===== src/design/epwm_pkg.sv =====
package epwm_pkg;

  // Field widths
  localparam int unsigned LimitWidth  = 16;
  localparam int unsigned CountWidth  = 16;
  localparam int unsigned StatusWidth = 2;
  localparam int unsigned PhaseWidth  = 2;

  // Limit after reset
  localparam logic [LimitWidth-1:0] DEFAULT_TIMEOUT = 16'd6000;

  // Input item kinds
  localparam logic KIND_START  = 1'b0;
  localparam logic KIND_SAMPLE = 1'b1;

  // Measurement phases
  localparam logic [PhaseWidth-1:0] PH_IDLE = 2'd0;
  localparam logic [PhaseWidth-1:0] PH_WAIT = 2'd1;
  localparam logic [PhaseWidth-1:0] PH_HIGH = 2'd2;

  // Result status codes
  localparam logic [StatusWidth-1:0] ST_OK         = 2'd0;
  localparam logic [StatusWidth-1:0] ST_NO_RISE    = 2'd1;
  localparam logic [StatusWidth-1:0] ST_STUCK_HIGH = 2'd2;

  // One measurement result
  typedef struct packed {
    logic [StatusWidth-1:0] status;
    logic [CountWidth-1:0]  width;
  } result_t;

endpackage


===== src/design/epwm_step.sv =====
// Phase and tick counter of the meter; works out one item per cycle while fire is high.
module epwm_step (
  input  logic                                 clk,
  input  logic                                 rst_n,
  input  logic                                 fire,
  input  logic                                 kind,
  input  logic                                 echo_level,
  input  logic [epwm_pkg::LimitWidth-1:0]      timeout_limit,
  output logic                                 res_valid,
  output epwm_pkg::result_t                    res
);

  logic [epwm_pkg::PhaseWidth-1:0] phase_r;
  logic [epwm_pkg::PhaseWidth-1:0] phase_nxt;
  logic [epwm_pkg::CountWidth-1:0] tick_count_r;
  logic [epwm_pkg::CountWidth-1:0] tick_count_nxt;
  logic [epwm_pkg::CountWidth:0]   count_inc;
  logic                            over_limit;

  // Compare one bit wider so the count never wraps
  assign count_inc  = {1'b0, tick_count_r} + {{epwm_pkg::CountWidth{1'b0}}, 1'b1};
  assign over_limit = count_inc > {1'b0, timeout_limit};

  // Decide next phase, count and any result
  always_comb begin
    phase_nxt      = phase_r;
    tick_count_nxt = tick_count_r;
    res_valid      = 1'b0;
    res.status     = epwm_pkg::ST_OK;
    res.width      = '0;
    if (kind == epwm_pkg::KIND_START) begin
      phase_nxt      = epwm_pkg::PH_WAIT;
      tick_count_nxt = '0;
    end else begin
      case (phase_r)
        epwm_pkg::PH_WAIT: begin
          if (!echo_level) begin
            if (over_limit) begin
              res_valid      = 1'b1;
              res.status     = epwm_pkg::ST_NO_RISE;
              phase_nxt      = epwm_pkg::PH_IDLE;
              tick_count_nxt = '0;
            end else begin
              tick_count_nxt = count_inc[epwm_pkg::CountWidth-1:0];
            end
          end else if (timeout_limit == '0) begin
            res_valid      = 1'b1;
            res.status     = epwm_pkg::ST_STUCK_HIGH;
            phase_nxt      = epwm_pkg::PH_IDLE;
            tick_count_nxt = '0;
          end else begin
            phase_nxt      = epwm_pkg::PH_HIGH;
            tick_count_nxt = {{(epwm_pkg::CountWidth-1){1'b0}}, 1'b1};
          end
        end
        epwm_pkg::PH_HIGH: begin
          if (!echo_level) begin
            res_valid      = 1'b1;
            res.status     = epwm_pkg::ST_OK;
            res.width      = tick_count_r;
            phase_nxt      = epwm_pkg::PH_IDLE;
            tick_count_nxt = '0;
          end else if (over_limit) begin
            res_valid      = 1'b1;
            res.status     = epwm_pkg::ST_STUCK_HIGH;
            phase_nxt      = epwm_pkg::PH_IDLE;
            tick_count_nxt = '0;
          end else begin
            tick_count_nxt = count_inc[epwm_pkg::CountWidth-1:0];
          end
        end
        default: begin
          phase_nxt = epwm_pkg::PH_IDLE;
        end
      endcase
    end
  end

  // Advance state on each processed item
  always_ff @(posedge clk) begin
    if (!rst_n) begin
      phase_r      <= epwm_pkg::PH_IDLE;
      tick_count_r <= '0;
    end else if (fire) begin
      phase_r      <= phase_nxt;
      tick_count_r <= tick_count_nxt;
    end
  end

  a_idle_count_zero: assert property (@(posedge clk) disable iff (!rst_n)
    phase_r == epwm_pkg::PH_IDLE |-> tick_count_r == '0)
    else $error("tick count not clear while idle");

  a_high_count_nonzero: assert property (@(posedge clk) disable iff (!rst_n)
    phase_r == epwm_pkg::PH_HIGH |-> tick_count_r != '0)
    else $error("zero width count while echo high");

  a_start_clears: assert property (@(posedge clk) disable iff (!rst_n)
    fire && kind == epwm_pkg::KIND_START |=>
      phase_r == epwm_pkg::PH_WAIT && tick_count_r == '0)
    else $error("start did not arm the meter");

endmodule


===== src/design/echo_pulse_width_meter.sv =====
// Channel | Dir | Handshake           | Payload (lowest bit first)
// in_     | in  | in_tvalid/in_tready | tuser: kind; tdata: echo_level, zero pad
// out_    | out | out_tvalid/out_tready | tdata: status[1:0], width[17:2], zero pad
// cfg_    | in  | cfg_we              | cfg_wdata: timeout_limit
//
// One item per clock, except while a result stalls: an item is registered on
// transfer, evaluated by the phase/count logic, and when it advances its result
// lands in the output register and raises out_tvalid.
// Synchronous active-low reset clears the phase, counter and valid flags and
// loads the default limit. A full output register that is not being read stalls
// only items that would produce a result; items without a result keep flowing.
module echo_pulse_width_meter #(
  parameter logic [epwm_pkg::LimitWidth-1:0] TimeoutReset = epwm_pkg::DEFAULT_TIMEOUT
) (
  input  logic                              clk,
  input  logic                              rst_n,
  input  logic                              in_tvalid,
  output logic                              in_tready,
  input  logic [7:0]                        in_tdata,   // [0] echo_level, [7:1] zero
  input  logic                              in_tuser,   // [0] kind
  output logic                              out_tvalid,
  input  logic                              out_tready,
  output logic [23:0]                       out_tdata,  // [1:0] status, [17:2] width
  input  logic                              cfg_we,
  input  logic [epwm_pkg::LimitWidth-1:0]   cfg_wdata   // timeout_limit
);

  logic                              in_valid_r;
  logic                              kind_r;
  logic                              level_r;
  logic [epwm_pkg::LimitWidth-1:0]   limit_r;
  logic                              out_valid_r;
  epwm_pkg::result_t                 out_res_r;
  logic                              res_valid;
  epwm_pkg::result_t                 res;
  logic                              advance;
  logic                              in_xfer;

  // Process the held item unless its result has nowhere to go
  assign advance   = in_valid_r && (!res_valid || !out_valid_r || out_tready);
  assign in_tready = !in_valid_r || advance;
  assign in_xfer   = in_tvalid && in_tready;

  // Hold the timeout limit
  always_ff @(posedge clk) begin
    if (!rst_n) begin
      limit_r <= TimeoutReset;
    end else if (cfg_we) begin
      limit_r <= cfg_wdata;
    end
  end

  // Input register
  always_ff @(posedge clk) begin
    if (!rst_n) begin
      in_valid_r <= 1'b0;
    end else if (in_xfer) begin
      in_valid_r <= 1'b1;
    end else if (advance) begin
      in_valid_r <= 1'b0;
    end
  end

  always_ff @(posedge clk) begin
    if (in_xfer) begin
      kind_r  <= in_tuser;
      level_r <= in_tdata[0];
    end
  end

  epwm_step u_step (
    .clk           (clk),
    .rst_n         (rst_n),
    .fire          (advance),
    .kind          (kind_r),
    .echo_level    (level_r),
    .timeout_limit (limit_r),
    .res_valid     (res_valid),
    .res           (res)
  );

  // Result register
  always_ff @(posedge clk) begin
    if (!rst_n) begin
      out_valid_r <= 1'b0;
    end else if (advance && res_valid) begin
      out_valid_r <= 1'b1;
    end else if (out_tready) begin
      out_valid_r <= 1'b0;
    end
  end

  always_ff @(posedge clk) begin
    if (advance && res_valid) begin
      out_res_r <= res;
    end
  end

  assign out_tvalid = out_valid_r;
  assign out_tdata  = {6'd0, out_res_r.width, out_res_r.status};

  a_error_width_zero: assert property (@(posedge clk) disable iff (!rst_n)
    out_valid_r && out_res_r.status != epwm_pkg::ST_OK |-> out_res_r.width == '0)
    else $error("error result with nonzero width");

  a_ok_width_nonzero: assert property (@(posedge clk) disable iff (!rst_n)
    out_valid_r && out_res_r.status == epwm_pkg::ST_OK |-> out_res_r.width != '0)
    else $error("ok result with zero width");

  a_status_code: assert property (@(posedge clk) disable iff (!rst_n)
    out_valid_r |-> out_res_r.status <= epwm_pkg::ST_STUCK_HIGH)
    else $error("unused status code on output");

  a_held_item_kept: assert property (@(posedge clk) disable iff (!rst_n)
    in_valid_r && !advance |=> in_valid_r && $stable(kind_r) && $stable(level_r))
    else $error("stalled item lost from input register");

endmodule


===== config.mk =====
export PLATFORM = sky130hd
export DESIGN_NAME = echo_pulse_width_meter
export DESIGN_NICKNAME = d
export VERILOG_FILES = /design/src/design/epwm_pkg.sv /design/src/design/epwm_step.sv /design/src/design/echo_pulse_width_meter.sv
export SDC_FILE = /design/constraint.sdc
export NUM_CORES = 1
export LEC_CHECK = 0
export ABC_AREA = 1
export BUFFER_PORTS_ARGS = -buffer_cell sky130_fd_sc_hd__buf_4
export CORE_ASPECT_RATIO = 0.8
export CORE_MARGIN = 2
export CORE_UTILIZATION = 39
export CTS_CLUSTER_SIZE = 40
export DETAILED_ROUTE_END_ITERATION = 10
export SYNTH_ARGS = -nofsm -noshare
export SYNTH_HDL_FRONTEND = slang
export SYNTH_HIERARCHICAL = 1
export SYNTH_SLANG_ARGS = --single-unit

===== constraint.sdc =====
create_clock -name clk -period 4.2 [get_ports clk]
set_input_delay 0.84 -clock clk [delete_from_list [all_inputs] [get_ports clk]]
set_output_delay 0.84 -clock clk [all_outputs]
set_load 0.01 [all_outputs]

==> reports/summary.txt <==
Area Overhead vs Synth -> 21.6%
DRC Markers -> 0
RSZ-0062 raised after global routing -> true
VDD IR max -> 0.150 mV
Status -> completed
Finished Core Util -> 49.1%
Ports -> 56
Largest net degree at the start of global routing -> 21
CP arrival -> 3.26 ns
Vias per cell -> 4.65
Critical path cell sequence -> nand3_2 > nor2_2 > nand2_2 > nor2_4 > buf_4 > buf_4 > xor2_1 > inv_1 > ha_1 > nand2_1 > inv_1 > nand2_1 > nor3_1 > nand3_1 > nand3_2 > nand2_4 > nor2_1 > nand2_1 > o21ai_2 > nand4_1 > buf_4
Share of layout cells above drive strength 1 -> 25.7%
Total grt overflow -> 0
Setup_tns -> 0 ns
Yosys warning total -> 6
Post-synthesis register bit count -> 56
Initial antenna violation count -> 0
CP Class -> flip-flop to output port
Gr usage total -> 15.2%
Synth unique cells -> 34
Die footprint -> 0.00897 mm²
Global placement routability congestion -> 0.856
Maximum clock rate -> 244 MHz
Post-synth EDFFs -> 20
Row Count -> 29
Clock Tree Root -> clkbuf_8
Max_cap viols -> 0
Post-synth design cell area -> 0.00321 mm²
Hold WS -> 0.464 ns
Worst Setup End Kind -> output port
CP peak stage delay -> 0.38 ns
Critical Path RT -> 3.36 ns
Die W -> 105 µm
Final period util -> 97.6%
# diodes -> 0
Async set or reset register ratio after synthesis -> 0%
Avg Cell Area, Syn -> 7.68 µm²
Crit path max-delay family -> simple AND/OR/NAND/NOR gates
Simple-gate share of the synthesized area -> 28.4%
Pwr Density -> 251 mW/mm²
Mux contribution to synthesized area -> 0%
PortBufs -> 42
DRT Pass-1 Iters -> 4
Compound-gate portion of the synthesized area -> 8.62%
Dpl ws -> 0.0826 ns
Vias in the first global route -> 2,382
Worst Max-Slew Pin Slew -> 0.679 ns
Synth Area in XOR/XNOR -> 3.00%
Die span in y -> 85.1 µm
Clk sinks -> 56
H-tree levels -> 2
Worst Path Max Fanout -> 5
Worst-case clock buffer depth -> 2
TritonCTS buffer count -> 5
TritonCTS clock tree -> done
Final #Nets -> 526
Post-DR wirelength/cell -> 11.4 µm
Hold_buf cts -> 0
Post-Syn Instances -> 418
WL final -> 6700 µm
Fin. max-slew vios -> 0
First-pass GRT wire length -> 11,000 µm
Final Instance Area -> 0.00390 mm²
Largest family of logic cells by synthesized area -> simple AND/OR/NAND/NOR gates
Worst hold path type -> flip-flop to flip-flop
Initial detailed-routing violation count -> 130
Relative slew margins -> 54.5%
CP startpoint kind -> flip-flop
Crit-path slowest cell -> dfxtp_2
Main synth FF type -> dfxtp_1
Register area share after synthesis -> 41.2%
Bufs and invs on worst path -> 5
Fin. Hold Viols -> 0
Minimum clock period -> 4.10 ns
Skew final -> 0.00676 ns
Core area -> 0.00795 mm²
Via count -> 2,726
Clock latency on the worst-skew pair -> 0.31 ns
Synth Area in Adders -> 7.41%
Clock slew at reported path FFs -> 0.10 ns
Setup violators final -> 0
Post-DRT Antenna Nets -> 0
Initial Util -> 40.4%
Final HPWL from detailed placement -> 5100 µm
Pleak -> 1.68 nW
Worst Slack Setup Final -> 0.103 ns
Dpl cell area -> 0.00369 mm²
-- final cells by class --
class,count,area (µm²)
multi-input combinational,287,1600
inverter,65,246
tap,108,135
timing repair buffer,62,503
clock inverter,3,22.5
fill,816,4040
sequential,56,1330
clock buffer,5,68.8
-- stage by stage --
step / power, mW / cells
finish: 0.978 / 586
global placement: 0.688 / 570
floorplan: 0.657 / 423
CTS: 0.993 / 579
global route: 1.03 / 586
detailed placement: 0.690 / 570
-- flip-flops by register name (all words and copies together), names as in the netlist --
name                 cells
limit_r                 16
out_tvalid               1
in_valid_r               1
u_step/tick_count_r     16
u_step/phase_r           2
kind_r                   1
level_r                  1
out_tdata               18
-- worst reg2reg max path: stages, from the launching register on --
cell and delay [ns]:
dfxtp_2 0.38, nand3_2 0.10, nor2_2 0.16, nand2_2 0.09
nor2_4 0.13, buf_4 0.11, nand4_1 0.09, xor2_1 0.32
ha_1 0.36, a21oi_1 0.18, nand2_1 0.07, nor2_1 0.11
nand3_2 0.09, nand2_4 0.10, nor2_1 0.05, o21ai_1 0.14
o21ai_2 0.10, buf_4 0.15, a31oi_1 0.23, nand2_1 0.14
nor3_2 0.18, nand2_2 0.12, nor2_8 0.15, buf_12 0.14
nand2_2 0.06, a21oi_2 0.11
-- cell usage after synthesis, types with 3 or more instances --
cell	instances	area [µm²]
nor3_1	19	95.1
nor2_1	42	158
edfxtp_1	20	601
o21ai_0	16	80.1
xor2_1	11	96.3
a21oi_2	10	87.6
nand3_1	17	85.1
buf_4	7	52.6
nand4_1	8	50.1
clkbuf_1	3	11.3
a21oi_1	16	80.1
nor2_2	5	31.3
ha_1	19	238
nand2_2	12	75.1
dfxtp_1	36	721
inv_1	60	225
nand2_1	97	364
-- final timing paths --
kind	start	to	slack (ns)	cells after the start
setup / recovery	u_step/tick_count_r[1]$_SDFFE_PN0P_	in_tready	0.10	21
hold / removal	limit_r[4]$_SDFFE_PN1P_	limit_r[4]$_SDFFE_PN1P_	0.46	2
setup reg to reg	u_step/tick_count_r[1]$_SDFFE_PN0P_	u_step/tick_count_r[14]$_SDFFE_PN0P_	0.26	25
hold reg to reg	limit_r[4]$_SDFFE_PN1P_	limit_r[4]$_SDFFE_PN1P_	0.46	2
-- repair_timing --
item | in CTS | in global routing
buffers inserted | 1 | 7
resized for setup | 2 | 20
endpoints found under the setup margin | 1 | 17
pin swaps | 1 | 11
-- cell usage in the layout, fill, tap and decap left out, types with 8 or more instances in the layout --
cell type  count
nor3_1        18
a21oi_2       10
nand3_1       15
nor2_1        38
a21oi_1       16
xor2_1        11
buf_4         59
nand2_1       94
nand2_2       15
edfxtp_1      20
o21ai_0       14
dfxtp_1       30
nor2_2         8
ha_1          18
nand4_1        8
inv_1         59
-- where the power goes --
| part | internal (mW) | total, mW | switching (mW) |
|---|---|---|---|
| combinational | 0.0397 | 0.0971 | 0.0574 |
| sequential | 0.572 | 0.583 | 0.0113 |
| clock | 0.120 | 0.298 | 0.178 |
| total | 0.731 | 0.978 | 0.247 |
-- metal layers --
layer | global-route usage, % | vias to the layer above | wire (µm)
met1 | 23.2 | 1227 | 3640
met2 | 21.8 | 57 | 2730
li1 | - | 1435 | -
met3 | 2.92 | 7 | 265
met5 | 0 | - | 0
met4 | 3.76 | 0 | 54
-- logic make-up (layout without fill, tap and decap cells) --
group	after synthesis	after routing
DFF	56	56
AOI/OAI and AO/OA	46	46
buffers and inverters	80	135
other	1	6
xor gates and xnor gates	11	11
adders and majority gates	19	19
and+or+nand+nor	205	205
Note: power is estimated with default switching activity, not from simulation.
